[src/assert_macros.svh]
// ----------------------------------------------------------------------------
// Assertion macros
// Shared helpers for concurrent assertions, clocked on clk and held off
// while rst_n is low.
// ----------------------------------------------------------------------------
`ifndef ASSERT_MACROS_SVH
`define ASSERT_MACROS_SVH

// A property that must hold at every clock edge out of reset.
`define ASSERT_CLK(label, prop, msg) \
    label: assert property (@(posedge clk) disable iff (!rst_n) prop) else $error(msg);

// A condition that must never be seen at a clock edge out of reset.
`define ASSERT_NEVER(label, cond, msg) \
    label: assert property (@(posedge clk) disable iff (!rst_n) !(cond)) else $error(msg);

`endif

[src/wavp_pkg.sv]
// ----------------------------------------------------------------------------
// WAV header parser package
// Phase and status codes, chunk ids and the command and status bundles that
// pass between the controller and the datapath.
// ----------------------------------------------------------------------------
package wavp_pkg;

    // Parser phases
    localparam logic [3:0] PH_RIFF      = 4'd0;
    localparam logic [3:0] PH_WAVE      = 4'd1;
    localparam logic [3:0] PH_FMT_HDR   = 4'd2;
    localparam logic [3:0] PH_FMT_SKIP  = 4'd3;
    localparam logic [3:0] PH_FMT_BODY  = 4'd4;
    localparam logic [3:0] PH_DATA_HDR  = 4'd5;
    localparam logic [3:0] PH_DATA_SKIP = 4'd6;
    localparam logic [3:0] PH_ACCEPT    = 4'd7;
    localparam logic [3:0] PH_REJECT    = 4'd8;

    // Result status codes
    localparam logic [2:0] ST_PARSING = 3'd0;
    localparam logic [2:0] ST_ACCEPT  = 3'd1;
    localparam logic [2:0] ST_REJECT  = 3'd2;
    localparam logic [2:0] ST_PAYLOAD = 3'd3;
    localparam logic [2:0] ST_IGNORED = 3'd4;

    // Chunk ids as they arrive, first byte in the top lane
    localparam logic [31:0] ID_RIFF = 32'h5249_4646;
    localparam logic [31:0] ID_WAVE = 32'h5741_5645;
    localparam logic [31:0] ID_FMT  = 32'h666D_7420;
    localparam logic [31:0] ID_DATA = 32'h6461_7461;

    localparam logic [15:0] TAG_PCM        = 16'h0001;
    localparam logic [15:0] TAG_EXTENSIBLE = 16'hFFFE;
    localparam logic [31:0] FMT_LEN_SHORT  = 32'd16;
    localparam logic [31:0] FMT_LEN_LONG   = 32'd40;
    localparam logic [15:0] BITS_16        = 16'd16;
    localparam logic [15:0] BITS_32        = 16'd32;

    typedef struct packed {
        logic latch;    // capture the input word
        logic step;     // advance the parser by the captured byte
        logic mul;      // register block align times sample rate
        logic check;    // judge the fmt fields
        logic div_end;  // take the divider result
        logic load;     // fill the output register
    } dp_cmd_t;

    typedef struct packed {
        logic need_check;  // the byte closes the fmt chunk
        logic need_div;    // the byte closes a usable data header
        logic div_done;    // divider result is ready
    } dp_stat_t;

endpackage

[src/wavp_if.sv]
// ----------------------------------------------------------------------------
// WAV header parser channels
// Valid/ready channels for the incoming file bytes and the outgoing results.
// ----------------------------------------------------------------------------
interface wavp_in_if;
    logic       valid;
    logic       ready;
    logic [7:0] data_byte;
    logic       end_of_stream;
    logic       restart;

    modport source (output valid, output data_byte, output end_of_stream,
                    output restart, input ready);
    modport sink   (input valid, input data_byte, input end_of_stream,
                    input restart, output ready);
endinterface

interface wavp_out_if;
    logic        valid;
    logic        ready;
    logic [2:0]  status;
    logic [2:0]  channels;
    logic [31:0] rate_hz;
    logic [5:0]  sample_width;
    logic [30:0] frame_count;
    logic [7:0]  payload_byte;

    modport source (output valid, output status, output channels, output rate_hz,
                    output sample_width, output frame_count, output payload_byte,
                    input ready);
    modport sink   (input valid, input status, input channels, input rate_hz,
                    input sample_width, input frame_count, input payload_byte,
                    output ready);
endinterface

[src/wavp_div.sv]
// ----------------------------------------------------------------------------
// WAV header parser divider
// Restoring divider, 32-bit dividend by 16-bit divisor, one quotient bit a
// cycle. done pulses for one cycle when quotient and remainder are valid.
// ----------------------------------------------------------------------------
module wavp_div (
    input  logic        clk,
    input  logic        rst_n,
    input  logic        start,
    input  logic [31:0] dividend,
    input  logic [15:0] divisor,
    output logic        done,
    output logic [31:0] quotient,
    output logic [15:0] remainder
);
    localparam int unsigned STEPS = 32;
    localparam int unsigned CNT_W = $clog2(STEPS + 1);

    logic             busy_reg, busy_next;
    logic             done_reg, done_next;
    logic [CNT_W-1:0] cnt_reg, cnt_next;
    logic [31:0]      quo_reg, quo_next;
    logic [15:0]      rem_reg, rem_next;
    logic [15:0]      dsr_reg, dsr_next;
    logic [16:0]      trial;
    logic [16:0]      diff;
    logic             fits;

    always_comb
    begin
        trial     = {rem_reg, quo_reg[31]};
        diff      = trial - {1'b0, dsr_reg};
        fits      = (trial >= {1'b0, dsr_reg});
        busy_next = busy_reg;
        done_next = 1'b0;
        cnt_next  = cnt_reg;
        quo_next  = quo_reg;
        rem_next  = rem_reg;
        dsr_next  = dsr_reg;
        if (start)
        begin
            busy_next = 1'b1;
            cnt_next  = CNT_W'(STEPS);
            quo_next  = dividend;
            rem_next  = '0;
            dsr_next  = divisor;
        end
        else if (busy_reg)
        begin
            quo_next = {quo_reg[30:0], fits};
            rem_next = fits ? diff[15:0] : trial[15:0];
            cnt_next = cnt_reg - CNT_W'(1);
            if (cnt_reg == CNT_W'(1))
            begin
                busy_next = 1'b0;
                done_next = 1'b1;
            end
        end
    end

    always_ff @(posedge clk or negedge rst_n)
    begin
        if (!rst_n)
        begin
            busy_reg <= 1'b0;
            done_reg <= 1'b0;
            cnt_reg  <= '0;
        end
        else
        begin
            busy_reg <= busy_next;
            done_reg <= done_next;
            cnt_reg  <= cnt_next;
        end
    end

    always_ff @(posedge clk)
    begin
        quo_reg <= quo_next;
        rem_reg <= rem_next;
        dsr_reg <= dsr_next;
    end

    assign done      = done_reg;
    assign quotient  = quo_reg;
    assign remainder = rem_reg;
endmodule

[src/wavp_dp.sv]
// ----------------------------------------------------------------------------
// WAV header parser datapath
// Holds the parse phase, field registers and output register, and advances
// them on commands from the controller.
// ----------------------------------------------------------------------------
module wavp_dp (
    input  logic              clk,
    input  logic              rst_n,
    input  wavp_pkg::dp_cmd_t cmd,
    output wavp_pkg::dp_stat_t stat,
    input  logic [7:0]        data_byte,
    input  logic              end_of_stream,
    input  logic              restart,
    output logic [2:0]        status,
    output logic [2:0]        channels,
    output logic [31:0]       rate_hz,
    output logic [5:0]        sample_width,
    output logic [30:0]       frame_count,
    output logic [7:0]        payload_byte
);
    import wavp_pkg::*;

    // Parser state
    logic [3:0]  phase_reg, phase_next;
    logic [5:0]  cnt_reg, cnt_next;
    logic [31:0] skip_reg, skip_next;
    logic [31:0] id_reg, id_next;
    logic [31:0] len_reg, len_next;
    logic [15:0] tag_reg, tag_next;
    logic [2:0]  chan_reg, chan_next;
    logic [31:0] rate_reg, rate_next;
    logic [31:0] brate_reg, brate_next;
    logic [15:0] align_reg, align_next;
    logic [15:0] bits_reg, bits_next;
    logic [30:0] frames_reg, frames_next;
    logic [31:0] prod_reg, prod_next;
    logic [2:0]  res_reg, res_next;

    // Captured input word
    logic [7:0]  byte_reg, byte_next;
    logic        eos_reg, eos_next;
    logic        rst_reg, rst_next;

    // Output register
    logic [2:0]  o_st_reg, o_st_next;
    logic [2:0]  o_chan_reg, o_chan_next;
    logic [31:0] o_rate_reg, o_rate_next;
    logic [5:0]  o_bits_reg, o_bits_next;
    logic [30:0] o_frames_reg, o_frames_next;
    logic [7:0]  o_pay_reg, o_pay_next;

    logic [3:0]  ph;
    logic [5:0]  cnt;
    logic [31:0] id_shift;
    logic [31:0] hdr_len;
    logic [31:0] skip_dec;
    logic [2:0]  st;
    logic        find_data;
    logic        need_check;
    logic        need_div;
    logic [47:0] prod_full;
    logic [15:0] exp_align;
    logic        fmt_ok;
    logic        good;
    logic        div_done;
    logic [31:0] div_quo;
    logic [15:0] div_rem;

    assign prod_full = 48'(align_reg) * 48'(rate_reg);

    always_comb
    begin
        ph         = rst_reg ? PH_RIFF : phase_reg;
        cnt        = rst_reg ? 6'd0 : cnt_reg;
        id_shift   = {id_reg[23:0], byte_reg};
        hdr_len    = {byte_reg, len_reg[23:0]};
        skip_dec   = skip_reg - {31'd0, (skip_reg != 32'd0)};
        find_data  = (ph == PH_DATA_HDR);
        st         = ST_PARSING;
        need_check = 1'b0;
        need_div   = 1'b0;
        exp_align  = (bits_reg == BITS_32) ? {11'd0, chan_reg, 2'b00}
                                           : {12'd0, chan_reg, 1'b0};
        fmt_ok     = ((tag_reg == TAG_PCM) || (tag_reg == TAG_EXTENSIBLE))
                     && (chan_reg != 3'd0)
                     && ((bits_reg == BITS_16) || (bits_reg == BITS_32))
                     && (align_reg == exp_align)
                     && (brate_reg == prod_reg);

        phase_next  = phase_reg;
        cnt_next    = cnt_reg;
        skip_next   = skip_reg;
        id_next     = id_reg;
        len_next    = len_reg;
        tag_next    = tag_reg;
        chan_next   = chan_reg;
        rate_next   = rate_reg;
        brate_next  = brate_reg;
        align_next  = align_reg;
        bits_next   = bits_reg;
        frames_next = frames_reg;
        res_next    = res_reg;
        prod_next   = cmd.mul ? prod_full[31:0] : prod_reg;
        byte_next   = cmd.latch ? data_byte : byte_reg;
        eos_next    = cmd.latch ? end_of_stream : eos_reg;
        rst_next    = cmd.latch ? restart : rst_reg;

        if (cmd.step)
        begin
            phase_next = ph;
            cnt_next   = cnt;
            unique case (ph)
                PH_RIFF:
                begin
                    if (cnt < 6'd4)
                        id_next = id_shift;
                    if (cnt < 6'd7)
                        cnt_next = cnt + 6'd1;
                    else if (id_reg != ID_RIFF)
                    begin
                        phase_next = PH_REJECT;
                        st         = ST_REJECT;
                    end
                    else
                    begin
                        phase_next = PH_WAVE;
                        cnt_next   = 6'd0;
                    end
                end
                PH_WAVE:
                begin
                    id_next = id_shift;
                    if (cnt < 6'd3)
                        cnt_next = cnt + 6'd1;
                    else if (id_shift != ID_WAVE)
                    begin
                        phase_next = PH_REJECT;
                        st         = ST_REJECT;
                    end
                    else
                    begin
                        phase_next = PH_FMT_HDR;
                        cnt_next   = 6'd0;
                    end
                end
                PH_FMT_HDR, PH_DATA_HDR:
                begin
                    if (cnt < 6'd4)
                        id_next = id_shift;
                    else
                        len_next[8*cnt[1:0] +: 8] = byte_reg;
                    if (cnt < 6'd7)
                        cnt_next = cnt + 6'd1;
                    else
                    begin
                        cnt_next = 6'd0;
                        if (!find_data && (id_reg == ID_FMT))
                        begin
                            if ((hdr_len != FMT_LEN_SHORT) && (hdr_len != FMT_LEN_LONG))
                            begin
                                phase_next = PH_REJECT;
                                st         = ST_REJECT;
                            end
                            else
                            begin
                                tag_next   = '0;
                                chan_next  = '0;
                                rate_next  = '0;
                                brate_next = '0;
                                align_next = '0;
                                bits_next  = '0;
                                phase_next = PH_FMT_BODY;
                            end
                        end
                        else if (find_data && (id_reg == ID_DATA))
                        begin
                            if ((hdr_len == 32'd0) || (align_reg == 16'd0))
                            begin
                                phase_next = PH_REJECT;
                                st         = ST_REJECT;
                            end
                            else
                                need_div = 1'b1;
                        end
                        else
                        begin
                            skip_next = hdr_len;
                            if (hdr_len != 32'd0)
                                phase_next = find_data ? PH_DATA_SKIP : PH_FMT_SKIP;
                        end
                    end
                end
                PH_FMT_SKIP, PH_DATA_SKIP:
                begin
                    skip_next = skip_dec;
                    if (skip_dec == 32'd0)
                    begin
                        phase_next = (ph == PH_FMT_SKIP) ? PH_FMT_HDR : PH_DATA_HDR;
                        cnt_next   = 6'd0;
                    end
                end
                PH_FMT_BODY:
                begin
                    if (cnt < 6'd2)
                        tag_next[8*cnt[0] +: 8] = byte_reg;
                    else if (cnt == 6'd2)
                        id_next = {24'd0, byte_reg};
                    else if (cnt == 6'd3)
                    begin
                        // The raw channel count borrows the id register.
                        id_next = {16'd0, byte_reg, id_reg[7:0]};
                        if ((byte_reg == 8'd0) && (id_reg[7:0] == 8'd1 || id_reg[7:0] == 8'd2
                            || id_reg[7:0] == 8'd4 || id_reg[7:0] == 8'd5
                            || id_reg[7:0] == 8'd6))
                            chan_next = id_reg[2:0];
                        else
                            chan_next = 3'd0;
                    end
                    else if (cnt < 6'd8)
                        rate_next[8*cnt[1:0] +: 8] = byte_reg;
                    else if (cnt < 6'd12)
                        brate_next[8*cnt[1:0] +: 8] = byte_reg;
                    else if (cnt < 6'd14)
                        align_next[8*cnt[0] +: 8] = byte_reg;
                    else if (cnt < 6'd16)
                        bits_next[8*cnt[0] +: 8] = byte_reg;
                    if (({26'd0, cnt} + 32'd1) >= len_reg)
                        need_check = 1'b1;
                    else
                        cnt_next = cnt + 6'd1;
                end
                PH_ACCEPT:
                    st = ST_PAYLOAD;
                default:
                begin
                    phase_next = PH_REJECT;
                    st         = ST_IGNORED;
                end
            endcase
            // A stream that ends while the header is still open is rejected.
            if ((st == ST_PARSING) && eos_reg && !need_check && !need_div)
            begin
                phase_next = PH_REJECT;
                st         = ST_REJECT;
            end
            res_next = st;
        end

        if (cmd.check)
        begin
            if (!fmt_ok)
            begin
                phase_next = PH_REJECT;
                res_next   = ST_REJECT;
            end
            else if (eos_reg)
            begin
                phase_next = PH_REJECT;
                res_next   = ST_REJECT;
            end
            else
            begin
                phase_next = PH_DATA_HDR;
                cnt_next   = 6'd0;
                res_next   = ST_PARSING;
            end
        end

        if (cmd.div_end)
        begin
            if (div_rem != 16'd0)
            begin
                phase_next = PH_REJECT;
                res_next   = ST_REJECT;
            end
            else
            begin
                frames_next = div_quo[30:0];
                phase_next  = PH_ACCEPT;
                res_next    = ST_ACCEPT;
            end
        end

        good          = (res_reg == ST_ACCEPT) || (res_reg == ST_PAYLOAD);
        o_st_next     = cmd.load ? res_reg : o_st_reg;
        o_chan_next   = cmd.load ? (good ? chan_reg : 3'd0) : o_chan_reg;
        o_rate_next   = cmd.load ? (good ? rate_reg : 32'd0) : o_rate_reg;
        o_bits_next   = cmd.load ? (good ? bits_reg[5:0] : 6'd0) : o_bits_reg;
        o_frames_next = cmd.load ? (good ? frames_reg : 31'd0) : o_frames_reg;
        o_pay_next    = cmd.load ? ((res_reg == ST_PAYLOAD) ? byte_reg : 8'd0) : o_pay_reg;
    end

    wavp_div u_div (
        .clk       (clk),
        .rst_n     (rst_n),
        .start     (cmd.step && need_div),
        .dividend  (hdr_len),
        .divisor   (align_reg),
        .done      (div_done),
        .quotient  (div_quo),
        .remainder (div_rem)
    );

    always_ff @(posedge clk or negedge rst_n)
    begin
        if (!rst_n)
        begin
            phase_reg <= PH_RIFF;
            cnt_reg   <= '0;
        end
        else
        begin
            phase_reg <= phase_next;
            cnt_reg   <= cnt_next;
        end
    end

    always_ff @(posedge clk)
    begin
        skip_reg     <= skip_next;
        id_reg       <= id_next;
        len_reg      <= len_next;
        tag_reg      <= tag_next;
        chan_reg     <= chan_next;
        rate_reg     <= rate_next;
        brate_reg    <= brate_next;
        align_reg    <= align_next;
        bits_reg     <= bits_next;
        frames_reg   <= frames_next;
        prod_reg     <= prod_next;
        res_reg      <= res_next;
        byte_reg     <= byte_next;
        eos_reg      <= eos_next;
        rst_reg      <= rst_next;
        o_st_reg     <= o_st_next;
        o_chan_reg   <= o_chan_next;
        o_rate_reg   <= o_rate_next;
        o_bits_reg   <= o_bits_next;
        o_frames_reg <= o_frames_next;
        o_pay_reg    <= o_pay_next;
    end

    assign stat.need_check = need_check;
    assign stat.need_div   = need_div;
    assign stat.div_done   = div_done;

    assign status       = o_st_reg;
    assign channels     = o_chan_reg;
    assign rate_hz      = o_rate_reg;
    assign sample_width = o_bits_reg;
    assign frame_count  = o_frames_reg;
    assign payload_byte = o_pay_reg;
endmodule

[src/wavp_ctrl.sv]
// ----------------------------------------------------------------------------
// WAV header parser controller
// Sequences each input word through the datapath and owns both handshakes.
// ----------------------------------------------------------------------------
module wavp_ctrl (
    input  logic               clk,
    input  logic               rst_n,
    input  logic               in_valid,
    output logic               in_ready,
    output logic               out_valid,
    input  logic               out_ready,
    output wavp_pkg::dp_cmd_t  cmd,
    input  wavp_pkg::dp_stat_t stat
);
    import wavp_pkg::*;

    localparam logic [2:0] S_IDLE  = 3'd0;
    localparam logic [2:0] S_STEP  = 3'd1;
    localparam logic [2:0] S_MUL   = 3'd2;
    localparam logic [2:0] S_CHECK = 3'd3;
    localparam logic [2:0] S_DIV   = 3'd4;
    localparam logic [2:0] S_OUT   = 3'd5;

    logic [2:0] state_reg, state_next;
    logic       ovalid_reg, ovalid_next;

    always_comb
    begin
        state_next = state_reg;
        cmd        = '0;
        unique case (state_reg)
            S_IDLE:
            begin
                if (in_valid)
                begin
                    cmd.latch  = 1'b1;
                    state_next = S_STEP;
                end
            end
            S_STEP:
            begin
                cmd.step = 1'b1;
                priority if (stat.need_check)
                    state_next = S_MUL;
                else if (stat.need_div)
                    state_next = S_DIV;
                else
                    state_next = S_OUT;
            end
            S_MUL:
            begin
                cmd.mul    = 1'b1;
                state_next = S_CHECK;
            end
            S_CHECK:
            begin
                cmd.check  = 1'b1;
                state_next = S_OUT;
            end
            S_DIV:
            begin
                if (stat.div_done)
                begin
                    cmd.div_end = 1'b1;
                    state_next  = S_OUT;
                end
            end
            S_OUT:
            begin
                // Wait until the previous word has left the output register.
                if (!ovalid_reg || out_ready)
                begin
                    cmd.load   = 1'b1;
                    state_next = S_IDLE;
                end
            end
            default:
                state_next = S_IDLE;
        endcase

        if (cmd.load)
            ovalid_next = 1'b1;
        else if (out_ready)
            ovalid_next = 1'b0;
        else
            ovalid_next = ovalid_reg;
    end

    always_ff @(posedge clk or negedge rst_n)
    begin
        if (!rst_n)
        begin
            state_reg  <= S_IDLE;
            ovalid_reg <= 1'b0;
        end
        else
        begin
            state_reg  <= state_next;
            ovalid_reg <= ovalid_next;
        end
    end

    assign in_ready  = (state_reg == S_IDLE);
    assign out_valid = ovalid_reg;
endmodule

[src/wav_header_parser_core.sv]
// ----------------------------------------------------------------------------
// WAV header parser core
// Reads a WAV file one byte per word on the stream channel, checks the RIFF,
// WAVE, fmt and data headers and gives one result word per input word on
// the report channel: parsing, accepted (with channel count, sample rate,
// sample width and frame count), rejected, payload byte or ignored.
// A word with restart set begins a new file with that byte.
// Each input word is latched, stepped and then loaded into the output
// register; the last fmt byte also passes the multiply and check steps, and
// the last data header byte waits for the one-bit-a-cycle divider.
// One byte is in flight at a time: a new byte is taken only after the
// last one has been loaded into the output register.
// The next word is taken while the previous result still waits in the
// output register; if the receiver stalls, the new result is held back
// until the register is free, and no further word is taken meanwhile.
// Reset returns the parser to the start of a file with no result pending.
// ----------------------------------------------------------------------------
`include "assert_macros.svh"

module wav_header_parser_core (
    input  logic       clk,
    input  logic       rst_n,
    wavp_in_if.sink    stream,
    wavp_out_if.source report
);
    import wavp_pkg::*;

    dp_cmd_t  cmd;
    dp_stat_t stat;
    logic     in_take;
    logic     out_good;
    logic     out_other;
    logic     hdr_shown;
    logic     pay_stray;

    wavp_ctrl u_ctrl (
        .clk       (clk),
        .rst_n     (rst_n),
        .in_valid  (stream.valid),
        .in_ready  (stream.ready),
        .out_valid (report.valid),
        .out_ready (report.ready),
        .cmd       (cmd),
        .stat      (stat)
    );

    wavp_dp u_dp (
        .clk           (clk),
        .rst_n         (rst_n),
        .cmd           (cmd),
        .stat          (stat),
        .data_byte     (stream.data_byte),
        .end_of_stream (stream.end_of_stream),
        .restart       (stream.restart),
        .status        (report.status),
        .channels      (report.channels),
        .rate_hz       (report.rate_hz),
        .sample_width  (report.sample_width),
        .frame_count   (report.frame_count),
        .payload_byte  (report.payload_byte)
    );

    assign in_take   = stream.valid && stream.ready;
    assign out_good  = report.valid
                       && ((report.status == ST_ACCEPT) || (report.status == ST_PAYLOAD));
    assign out_other = report.valid && !out_good;
    assign hdr_shown = (report.rate_hz != 32'd0) || (report.frame_count != 31'd0);
    assign pay_stray = report.valid && (report.status != ST_PAYLOAD)
                       && (report.payload_byte != 8'd0);

    `ASSERT_CLK(a_one_word_at_a_time, in_take |=> !stream.ready, "word taken while busy")
    `ASSERT_NEVER(a_accept_has_channels, out_good && (report.channels == 3'd0), "no channels")
    `ASSERT_NEVER(a_fields_zero_otherwise, out_other && hdr_shown, "header fields too early")
    `ASSERT_NEVER(a_payload_only_in_payload, pay_stray, "payload byte outside payload")
endmodule
[src/flat_wrapper.sv]
// flat-port wrapper written by rule: the top's interface ports become plain ports
module wav_header_parser_core_flat import wavp_pkg::*;
  (clk, rst_n, stream_valid, stream_data_byte, stream_end_of_stream, stream_restart, stream_ready, report_valid, report_status, report_channels, report_rate_hz, report_sample_width, report_frame_count, report_payload_byte, report_ready);
  wavp_in_if stream_i ();
  wavp_out_if report_i ();
  input  logic clk;
  input  logic rst_n;
  input wire logic [$bits(stream_i.valid)-1:0] stream_valid;
  input wire logic [$bits(stream_i.data_byte)-1:0] stream_data_byte;
  input wire logic [$bits(stream_i.end_of_stream)-1:0] stream_end_of_stream;
  input wire logic [$bits(stream_i.restart)-1:0] stream_restart;
  output wire logic [$bits(stream_i.ready)-1:0] stream_ready;
  output wire logic [$bits(report_i.valid)-1:0] report_valid;
  output wire logic [$bits(report_i.status)-1:0] report_status;
  output wire logic [$bits(report_i.channels)-1:0] report_channels;
  output wire logic [$bits(report_i.rate_hz)-1:0] report_rate_hz;
  output wire logic [$bits(report_i.sample_width)-1:0] report_sample_width;
  output wire logic [$bits(report_i.frame_count)-1:0] report_frame_count;
  output wire logic [$bits(report_i.payload_byte)-1:0] report_payload_byte;
  input wire logic [$bits(report_i.ready)-1:0] report_ready;
  assign stream_i.valid = stream_valid;
  assign stream_i.data_byte = stream_data_byte;
  assign stream_i.end_of_stream = stream_end_of_stream;
  assign stream_i.restart = stream_restart;
  assign stream_ready = stream_i.ready;
  assign report_valid = report_i.valid;
  assign report_status = report_i.status;
  assign report_channels = report_i.channels;
  assign report_rate_hz = report_i.rate_hz;
  assign report_sample_width = report_i.sample_width;
  assign report_frame_count = report_i.frame_count;
  assign report_payload_byte = report_i.payload_byte;
  assign report_i.ready = report_ready;
  wav_header_parser_core u_core (.clk(clk), .rst_n(rst_n), .stream(stream_i), .report(report_i));
endmodule
[config.mk]
export PLATFORM = sky130hd
export DESIGN_NAME = wav_header_parser_core_flat
export DESIGN_NICKNAME = d
export VERILOG_FILES = /design/src/wavp_pkg.sv /design/src/wavp_if.sv /design/src/wavp_div.sv /design/src/wavp_dp.sv /design/src/wavp_ctrl.sv /design/src/wav_header_parser_core.sv /design/src/flat_wrapper.sv
export VERILOG_INCLUDE_DIRS = /design/src /design/src/src
export SDC_FILE = /design/constraint.sdc
export NUM_CORES = 2
export LEC_CHECK = 0
export BUFFER_PORTS_ARGS = -buffer_cell sky130_fd_sc_hd__buf_4
export CELL_PAD_IN_SITES_DETAIL_PLACEMENT = 1
export CELL_PAD_IN_SITES_GLOBAL_PLACEMENT = 1
export CORE_MARGIN = 2
export CORE_UTILIZATION = 25
export CTS_BUF_LIST = sky130_fd_sc_hd__clkbuf_2 sky130_fd_sc_hd__clkbuf_4 sky130_fd_sc_hd__clkbuf_8
export CTS_CLUSTER_DIAMETER = 120
export DETAILED_ROUTE_END_ITERATION = 7
export PLACE_DENSITY_LB_ADDON = 0.1
export SLEW_MARGIN = 20
export SYNTH_ARGS = -nofsm -noshare
export SYNTH_HDL_FRONTEND = slang
export SYNTH_SLANG_ARGS = --single-unit
[constraint.sdc]
create_clock -name clk -period 17.3 [get_ports clk]
set_input_delay 5.19 -clock clk [delete_from_list [all_inputs] [get_ports clk]]
set_output_delay 5.19 -clock clk [all_outputs]
set_load 0.03 [all_outputs]
==> impl_metrics.env <==
export IMPL_status="finished, final reports clean"
export IMPL_final_core_util_pct=29.0
export IMPL_period_needed_ps=7440
export IMPL_core_mm2=0.130
export IMPL_yosys_warnings=0
export IMPL_r2r_start="u_core.u_dp.rate_reg[5]"
export IMPL_fmaxAchievable_mhz=134
export IMPL_cts_resized_gates=0
export IMPL_synth_edf_count=418
export IMPL_grt_overflow=0
export IMPL_htreeDepth=3
export IMPL_async_reset_ff_share_pct=4.82
export IMPL_postCtsSetupBuffers=0
export IMPL_drcViolationCount=0
export IMPL_wl_met3_mm=3.42
export IMPL_io_pins=99
export IMPL_tightest_slew_ps=1110
export IMPL_synth_distinct_cells=73
export IMPL_synth_seq_area_share_pct=40.9
export IMPL_synthesis_instances=3253
export IMPL_wl_mm=114
export IMPL_syn2layout_area_growth_pct=14.6
export IMPL_synth_top_flop_cell="edfxtp_1"
export IMPL_finalHoldViolCount=0
export IMPL_grt_max_degree=84
export IMPL_r2r_cells=23
export IMPL_dieArea_mm2=0.134
export IMPL_postCtsHoldBufs=0
export IMPL_drt_iter0_drc=1288
export IMPL_drv_cap=0
export IMPL_clkTransAtPathRegs_ps=70
export IMPL_arrival_ps=7880
export IMPL_vias=23753
export IMPL_skew_ps=69.5
export IMPL_worstHoldStart="u_core.u_dp.res_reg[0]"
export IMPL_hpwl_mm=81.1
export IMPL_syn_area_mm2=0.0328
export IMPL_synth_area_leaders="edfxtp_1 (38%), fa_1 (19%), nand2_1 (6.2%), and2_1 (5.1%), inv_1 (4.6%)"
export IMPL_post_drt_via_cell_ratio=4.60
export IMPL_critPathKind="flop to flop"
export IMPL_tns_ps=0
export IMPL_cts_root_buf="clkbuf_8"
export IMPL_die_w_um=366
export IMPL_required_ps=17750
export IMPL_dr_pass1_iters=4
export IMPL_cp_end_kind="flop"
export IMPL_setup_viol=0
export IMPL_wl_per_cell_um=22.0
export IMPL_yosysTopAreaCell="edfxtp_1"
export IMPL_r2r_end="u_core.u_dp.prod_reg[27]"
export IMPL_grt_pass1_vias=26512
export IMPL_grt_antenna_before_repair=5
export IMPL_routed_top_layer="met4"
export IMPL_port_buffers=98
export IMPL_crit_fanout=18
export IMPL_start_util_pct=25.3
export IMPL_maxSlewViolCount=0
export IMPL_met1Wirelength_mm=53.4
export IMPL_ant_nets=0
export IMPL_ys_ff_latch=456
export IMPL_r2r_setup_slack_ps=9860
export IMPL_hold_depth=0
export IMPL_worst_hold_path_endpoint="u_core.u_dp.status[0]"
export IMPL_n_fill_cell=14727
export IMPL_rows=132
export IMPL_nets=3758
export IMPL_routabilityCongestion=0.806
export IMPL_rsz0062_at_grt="false"
export IMPL_yosys_area_top_type_share_pct=38.3
export IMPL_worst_skew_pair_late_latency_ps=780
export IMPL_start_kind="flop"
export IMPL_syn_num_nets=3670
export IMPL_clock_sinks=456
export IMPL_cts_made_buffers=90
export IMPL_globalRouteTotalUtil_pct=17.0
export IMPL_synth_common_cells="nand2_1 (543), edfxtp_1 (418), inv_1 (406), fa_1 (305), and2_1 (267)"
export IMPL_min_path_type="flop to flop"
export IMPL_grt_pass1_wl_mm=173
export IMPL_drive_gt1_share_pct=10.2
export IMPL_cts_tree="done"
export IMPL_cts_buffer_depth=3
export IMPL_yosysMostFrequentCell="nand2_1"
export IMPL_postSynthAreaPerCell_um2=10.1
export IMPL_wl_met2_mm=54.9
export IMPL_fin_crit_sh_pct=43.0
export IMPL_slew_headroom_pct=26.0
export IMPL_die_y_um=366
## metrics by stage
step                cell area (um2)  hold WS, ps  std cells  setup WS [ps]
finish                        37600          433       5160           9860
detailed placement            35700          438       4990           9620
global placement              35600          441       4989           9650
global route                  37600          457       5158           9330
floorplan                     32800          418       3253           7750
CTS                           37600          435       5155           9750
## area by class of cell
| class | count | area, um2 | share of cell area, % |
|---|---|---|---|
| clock buffer | 123 | 1520 | 4.04 |
| clock inverter | 42 | 382 | 1.02 |
| sequential | 456 | 13400 | 35.7 |
| tap | 1742 | 2180 | 5.80 |
| multi-input combinational | 2217 | 17300 | 45.9 |
| timing repair buffer | 166 | 1280 | 3.40 |
| antenna | 4 | 10.0 | 0.0266 |
| inverter | 410 | 1540 | 4.09 |
## layer usage
metal	vias up	GRT usage, %
met1	12364	23.0
li1	10907	-
met3	117	2.07
met2	365	28.6
met5	-	0
met4	0	4.19
## worst max path at each step
stage / end / start / slack (ps) / depth (start not counted)
after floorplan: u_core.u_dp.channels[0] / report_ready / 7750 / 2
after global placement: u_core.u_dp.rate_hz[18] / report_ready / 9650 / 4
after detailed placement: u_core.u_dp.rate_hz[18] / report_ready / 9620 / 4
after CTS: u_core.u_dp.prod_reg[31] / u_core.u_dp.rate_reg[5] / 9750 / 23
after global routing: u_core.u_dp.prod_reg[29] / u_core.u_dp.rate_reg[5] / 9330 / 22
final: u_core.u_dp.prod_reg[27] / u_core.u_dp.rate_reg[5] / 9860 / 23
## cells in the final DEF, fill, tap and decap left out, types with 17 or more instances in the layout
cell | synthesis | layout
nor4_1 | 42 | 41
o21ai_0 | 104 | 104
a21oi_1 | 185 | 183
nand2_1 | 543 | 541
clkbuf_8 | 0 | 95
clkbuf_4 | 0 | 28
edfxtp_1 | 418 | 418
nand2b_1 | 17 | 17
xnor2_1 | 83 | 83
inv_1 | 406 | 406
and2_1 | 267 | 267
nor2_1 | 141 | 139
nand4_1 | 26 | 26
clkinv_1 | 4 | 21
xor2_1 | 42 | 42
nor3_1 | 50 | 48
dfrtp_1 | 22 | 22
ha_1 | 98 | 98
nand3_1 | 58 | 56
fa_1 | 305 | 305
buf_4 | 0 | 164
nor2b_1 | 25 | 23
and3_1 | 20 | 20
## worst max-delay path, cell delays in order, from the launching register on
cell	delay (ps)
edfxtp_1	840
and2_1	390
fa_1	530
inv_1	50
fa_1	530
inv_1	50
fa_1	490
inv_1	50
fa_1	480
inv_1	60
fa_1	520
inv_1	60
fa_1	520
inv_1	40
ha_1	370
o21ai_0	120
nand2_1	80
o211ai_1	100
a31oi_1	110
o31a_1	350
o41ai_1	790
o21ai_0	210
a211oi_1	270
nor2_1	70
## cells by family (layout without fill, tap and decap cells)
family	count (synthesis)	in the layout	share of synthesized area [%]
AO/OA/AOI/OAI	421	421	7.60
XOR/XNOR	125	125	3.34
adder cells (fa/ha/maj)	403	403	22.4
buffers and inverters	580	741	6.66
flip-flops	456	456	40.9
multiplexers	5	5	0.156
other	0	4	0
AND/OR/NAND/NOR	1263	1263	19.0
Power is not shown: default switching activity piles up to over one toggle a cycle in this logic, so the estimate is an artifact.
